**config.mk**
```make
export PLATFORM = sky130hd
export DESIGN_NAME = rsst_ctrl
export DESIGN_NICKNAME = d
export VERILOG_FILES = /design/src/rtl/rsst_pkg.sv /design/src/rtl/rsst_ctrl.sv
export VERILOG_INCLUDE_DIRS = /design/src /design/src/rtl
export SDC_FILE = /design/constraint.sdc
export NUM_CORES = 1
export LEC_CHECK = 0
export ABC_AREA = 1
export BUFFER_PORTS_ARGS = -buffer_cell sky130_fd_sc_hd__clkbuf_2
export CAP_MARGIN = 20
export CORE_AREA = 4 4 41 43
export CTS_CLUSTER_DIAMETER = 200
export CTS_CLUSTER_SIZE = 8
export DETAILED_ROUTE_END_ITERATION = 10
export DIE_AREA = 0 0 45 47
export PLACE_DENSITY = 0.45
export SLEW_MARGIN = 20
export SYNTH_ARGS = -nofsm -noshare
export SYNTH_HDL_FRONTEND = slang
export SYNTH_SLANG_ARGS = --single-unit
export TNS_END_PERCENT = 20
```
**constraint.sdc**
```tcl
create_clock -name clk -period 1.9 [get_ports clk]
set_input_delay 0.38 -clock clk [delete_from_list [all_inputs] [get_ports clk]]
set_output_delay 0.38 -clock clk [all_outputs]
set_load 0.05 [all_outputs]
```
**src/rtl/assert_macros.svh**
```systemverilog
// ----------------------------------------------------------------------------
// assertion macros shared by the range-sum tree modules
// ----------------------------------------------------------------------------
`ifndef ASSERT_MACROS_SVH
`define ASSERT_MACROS_SVH

// property checked on every rising clk edge outside reset
`define RSST_ASSERT(label, prop, msg) \
	label: assert property (@(posedge clk) disable iff (!arst_n) prop) \
		else $error(msg);

// condition that must never hold outside reset
`define RSST_NEVER(label, cond, msg) \
	label: assert property (@(posedge clk) disable iff (!arst_n) !(cond)) \
		else $error(msg);

`endif

```
**src/rtl/rsst_pkg.sv**
```systemverilog
// ----------------------------------------------------------------------------
// rsst_pkg
// Types and constants shared by the range-sum segment tree controller,
// datapath and top level.
// ----------------------------------------------------------------------------
package rsst_pkg;

	// default number of leaves the node store is sized for
	localparam int MAX_LEAVES_DEF = 1024;

	// controller states
	typedef enum logic [2:0] {
		ST_CLEAR,
		ST_IDLE,
		ST_SET_LEAF,
		ST_SET_UP,
		ST_QUERY,
		ST_FINISH
	} state_t;

	// commands from controller to datapath
	typedef struct packed {
		logic load;      // capture the accepted item
		logic clr;       // clear one node of the store
		logic set_leaf;  // write the leaf, read its sibling
		logic set_up;    // write one parent sum, read the next sibling
		logic q_walk;    // one level of the range walk
		logic out_load;  // move the result into the output register
	} cmd_t;

	// status from datapath to controller
	typedef struct packed {
		logic bad;       // incoming item is out of range
		logic mode;      // incoming item is a query
		logic idx_root;  // current node is the root
		logic up_last;   // parent being written is the root
		logic q_more;    // range walk still has nodes left
		logic clr_last;  // clearing pass is at the last node
	} sts_t;

endpackage

```
**src/rtl/rsst_ctrl.sv**
```systemverilog
// ----------------------------------------------------------------------------
// rsst_ctrl
// Sequencer for the range-sum tree: clearing pass after reset, item accept,
// leaf update walk, range query walk and result hand-off.
// ----------------------------------------------------------------------------
`include "assert_macros.svh"

module rsst_ctrl (
	input  logic           clk,
	input  logic           arst_n,
	input  logic           item_valid,
	output logic           item_stall,
	output logic           result_valid,
	input  logic           result_stall,
	input  rsst_pkg::sts_t sts,
	output rsst_pkg::cmd_t cmd
);

	rsst_pkg::state_t state_q;
	rsst_pkg::state_t state_nx;
	logic             result_valid_q;
	logic [5:0]       cmd_vec;

	// state register
	always_ff @(posedge clk or negedge arst_n) begin
		if (!arst_n) begin
			state_q <= rsst_pkg::ST_CLEAR;
		end else begin
			state_q <= state_nx;
		end
	end

	// next state and commands
	always_comb begin
		state_nx = state_q;
		cmd      = '0;
		unique case (state_q)
			rsst_pkg::ST_CLEAR: begin
				cmd.clr = 1'b1;
				if (sts.clr_last) begin
					state_nx = rsst_pkg::ST_IDLE;
				end
			end
			rsst_pkg::ST_IDLE: begin
				if (item_valid) begin
					cmd.load = 1'b1;
					if (sts.bad) begin
						state_nx = rsst_pkg::ST_FINISH;
					end else if (sts.mode) begin
						state_nx = rsst_pkg::ST_QUERY;
					end else begin
						state_nx = rsst_pkg::ST_SET_LEAF;
					end
				end
			end
			rsst_pkg::ST_SET_LEAF: begin
				cmd.set_leaf = 1'b1;
				state_nx = sts.idx_root ? rsst_pkg::ST_FINISH : rsst_pkg::ST_SET_UP;
			end
			rsst_pkg::ST_SET_UP: begin
				cmd.set_up = 1'b1;
				if (sts.up_last) begin
					state_nx = rsst_pkg::ST_FINISH;
				end
			end
			rsst_pkg::ST_QUERY: begin
				// last pending reads are summed on the exit edge
				if (sts.q_more) begin
					cmd.q_walk = 1'b1;
				end else begin
					state_nx = rsst_pkg::ST_FINISH;
				end
			end
			rsst_pkg::ST_FINISH: begin
				if (!result_valid_q || !result_stall) begin
					cmd.out_load = 1'b1;
					state_nx = rsst_pkg::ST_IDLE;
				end
			end
			default: begin
				state_nx = rsst_pkg::ST_IDLE;
			end
		endcase
	end

	// output valid flag
	always_ff @(posedge clk or negedge arst_n) begin
		if (!arst_n) begin
			result_valid_q <= 1'b0;
		end else if (cmd.out_load) begin
			result_valid_q <= 1'b1;
		end else if (!result_stall) begin
			result_valid_q <= 1'b0;
		end
	end

	assign item_stall   = (state_q != rsst_pkg::ST_IDLE);
	assign result_valid = result_valid_q;

	assign cmd_vec = {cmd.load, cmd.clr, cmd.set_leaf, cmd.set_up, cmd.q_walk, cmd.out_load};

	`RSST_ASSERT(a_one_cmd, $onehot0(cmd_vec), "more than one datapath command at once")
	`RSST_ASSERT(a_clear_once, (state_q != rsst_pkg::ST_CLEAR) |=> (state_q != rsst_pkg::ST_CLEAR),
		"clearing pass re-entered outside reset")
	`RSST_ASSERT(a_result_from_finish, $rose(result_valid_q) |-> $past(state_q == rsst_pkg::ST_FINISH),
		"result raised without a finished item")

endmodule

```
==> metrics.cfg <==
[route]
vias_per_cell=4.133
wl_met3_um=62
dr_wl_met2_um=335
drc=0
top_layer=met4
drtIter0Drc=6
vias=343
routed_wl_um=768
wire_per_inst_um=9.253
wl_met1_um=358
postRouteAntennaNets=0
dr.pass1.iters=4

[global_routing]
grt_pass1_vias=310
grt_max_degree=9
groute.usage.overall_pct=9.365
overflow=0
grt_pass1_wl_mm=1.276
antenna_found_initial=0

[worst_setup_path]
cp-end-kind=output port
worstPathRequired_ns=1.52
crit_arrival_ns=1.38
worstSetupPathType=reg2out
worst_setup_path_start_kind=register
path_max_fanout=6

[clock_network]
clkTransAtPathRegs_ns=0.04
post_cts_resized=0
numCtsBuffers=3
tritoncts=yes
ctsHtreeMaxLevel=1
cts_sinks=4
cts_setup_buffers=0
clk_latency_ns=0.24
clockBufferDepth=2
cts-root-buf=clkbuf_4

[sta]
whs_ns=0.3653
fin_crit_sh_pct=92.67
rsz0062_at_grt=no
finalClockSkew_ns=0.001106
finalMaxSlewViolations=0
setup_viol=0
totalNegativeSetupSlack_ns=0
hold_violations=0
tightest_slew_ns=0.3338
timing.slew.headroom_pct=77.75
fin_crit_ns=1.761
max_freq_mhz=567.9

[outcome]
status=complete, no violations

[floorplanning]
die_h_um=47
start_util_pct=23.94
die_w_um=45
core_um2=1301
io_pins=18
num_rows=13
die-area_um2=2115

[layout]
seq_area_um2=100.1
fin_area_um2=450.4
layout-drive-gt1-share_pct=45.59
syn_to_final_growth_pct=44.58
multi_input_area_um2=172.7
finalNonFillerCells=83
nFillCells=156
fin_nets=80
diodes=0

[place]
io_buffers=17
dp_hpwl_um=642.5
gp_congestion=0.7974
postPlaceCellArea_um2=417.9
post-place-cells=79

[logic_synthesis]
synth_top_cell_by_area=dfrtp_1
yosysSeqAreaShare_pct=32.13
netlist_top_cells_count=nand2_1, nand3_1, inv_1
syn_nets=57
synth.avg_cell_area_um2=6.629
netlist_top_cells_area=dfrtp_1, nand2_1, nand3_1
async_flop_share_pct=100.0
synth_flop_cell=dfrtp_1
syn-cell-area_um2=311.5
yosysMostFrequentCell=nand2_1
synthCells=47
yosysUniqueCellTypes=16
ys_ff_latch=4
synth_edf_count=0
ys_warn_count=0
synth_top_area_share_pct=32.13

[pwr]
sequentialPowerShare_pct=20.8
switching_share_pct=60.26
p_clk_share_pct=11.9
switching_power_w=0.0005443
p_leak_nw=0.2842
comb_power_share_pct=67.3
p_int_w=0.0003590
ir_drop_mv=0.7417
power_density_nw_per_um2=2005

[flow_run]
maxCapViolations=0

[min_path]
hold_class=in2reg

[final cells by class]
type | count | share of cell area (%)
clock buffer | 3 | 5.000
inverter | 9 | 7.500
multi-input combinational | 33 | 38.33
sequential | 4 | 22.22
tap | 15 | 4.167
timing repair buffer | 19 | 22.78
[worst max-delay path: stages (launching register included)]
cell	delay (ns)
dfrtp_1	0.43
nor2_4	0.20
nand2_1	0.12
nor2_2	0.11
clkbuf_2	0.28
[cells in the final DEF, fill, tap and decap left out]
| cell type | n |
|---|---|
| clkbuf_4 | 3 |
| nand2_1 | 12 |
| nand3_2 | 1 |
| dlygate4sd3_1 | 1 |
| clkbuf_2 | 17 |
| nor3_1 | 1 |
| inv_1 | 6 |
| nor2_1 | 2 |
| buf_4 | 1 |
| nand3_1 | 7 |
| dfrtp_1 | 4 |
| nor2_4 | 2 |
| a31oi_1 | 1 |
| nor2_2 | 2 |
| or2_2 | 1 |
| o22ai_1 | 1 |
| a21oi_1 | 2 |
| nand2_2 | 1 |
| inv_2 | 3 |
[metal layers]
layer  GRT usage, %  vias up
li1               -      190
met1          10.37      137
met2          11.86       13
met3          6.130        3
met4          8.772        0
met5              0        -
[registers in the layout, indices dropped and copies added, names as in the netlist]
signal / flops
result_valid: 1
state_q: 3
[path summary, 6_finish.rpt]
check | end | from | depth (start not counted) | slack [ns]
max | cmd[5] | state_q[1] | 4 | 0.14
min | result_valid | result_stall | 3 | 0.37
max reg2reg | state_q[2] | state_q[1] | 7 | 0.69
min reg2reg | result_valid | result_valid | 2 | 0.50
max in group asynchronous | state_q[0] | arst_n | 2 | 1.30
min in group asynchronous | state_q[1] | arst_n | 2 | 0.48
[power groups by stage]
stage | Sequential [W] | Combinational [W] | Clock, W
after floorplan | 0.000195 | 0.000479 | 0
after global placement | 0.000190 | 0.000623 | 0
after detailed placement | 0.000191 | 0.000613 | 0
after CTS | 0.000190 | 0.000616 | 0.000112
after global routing | 0.000198 | 0.000671 | 0.000120
final | 0.000188 | 0.000608 | 0.000107
[kinds of logic (layout without fill, tap and decap cells)]
group           Yosys count  count (layout)  synth area share [%]
flops                     4               4                 32.13
simple gates             29              29                 47.39
buf+inv                  10              31                 13.25
compound gates            4               4                 7.232
[repair_timing]
| action | CTS | global route |
|---|---|---|
| setup endpoints to repair | 0 | 0 |
| hold buffers | 1 | 0 |
| hold endpoints to repair | 4 | 0 |
[per-stage QoR]
step                      util, %  total power (W)  worst slack [ns]
final                       34.62        0.0009033            0.1392
after global placement      32.12        0.0008137            0.3678
after global routing        34.62        0.0009895           0.04284
after detailed placement    32.12        0.0008034            0.3852
after CTS                   34.62        0.0009183            0.1200
after floorplan                 -        0.0006743          -0.08018
Power figures use the tool's default switching activity.
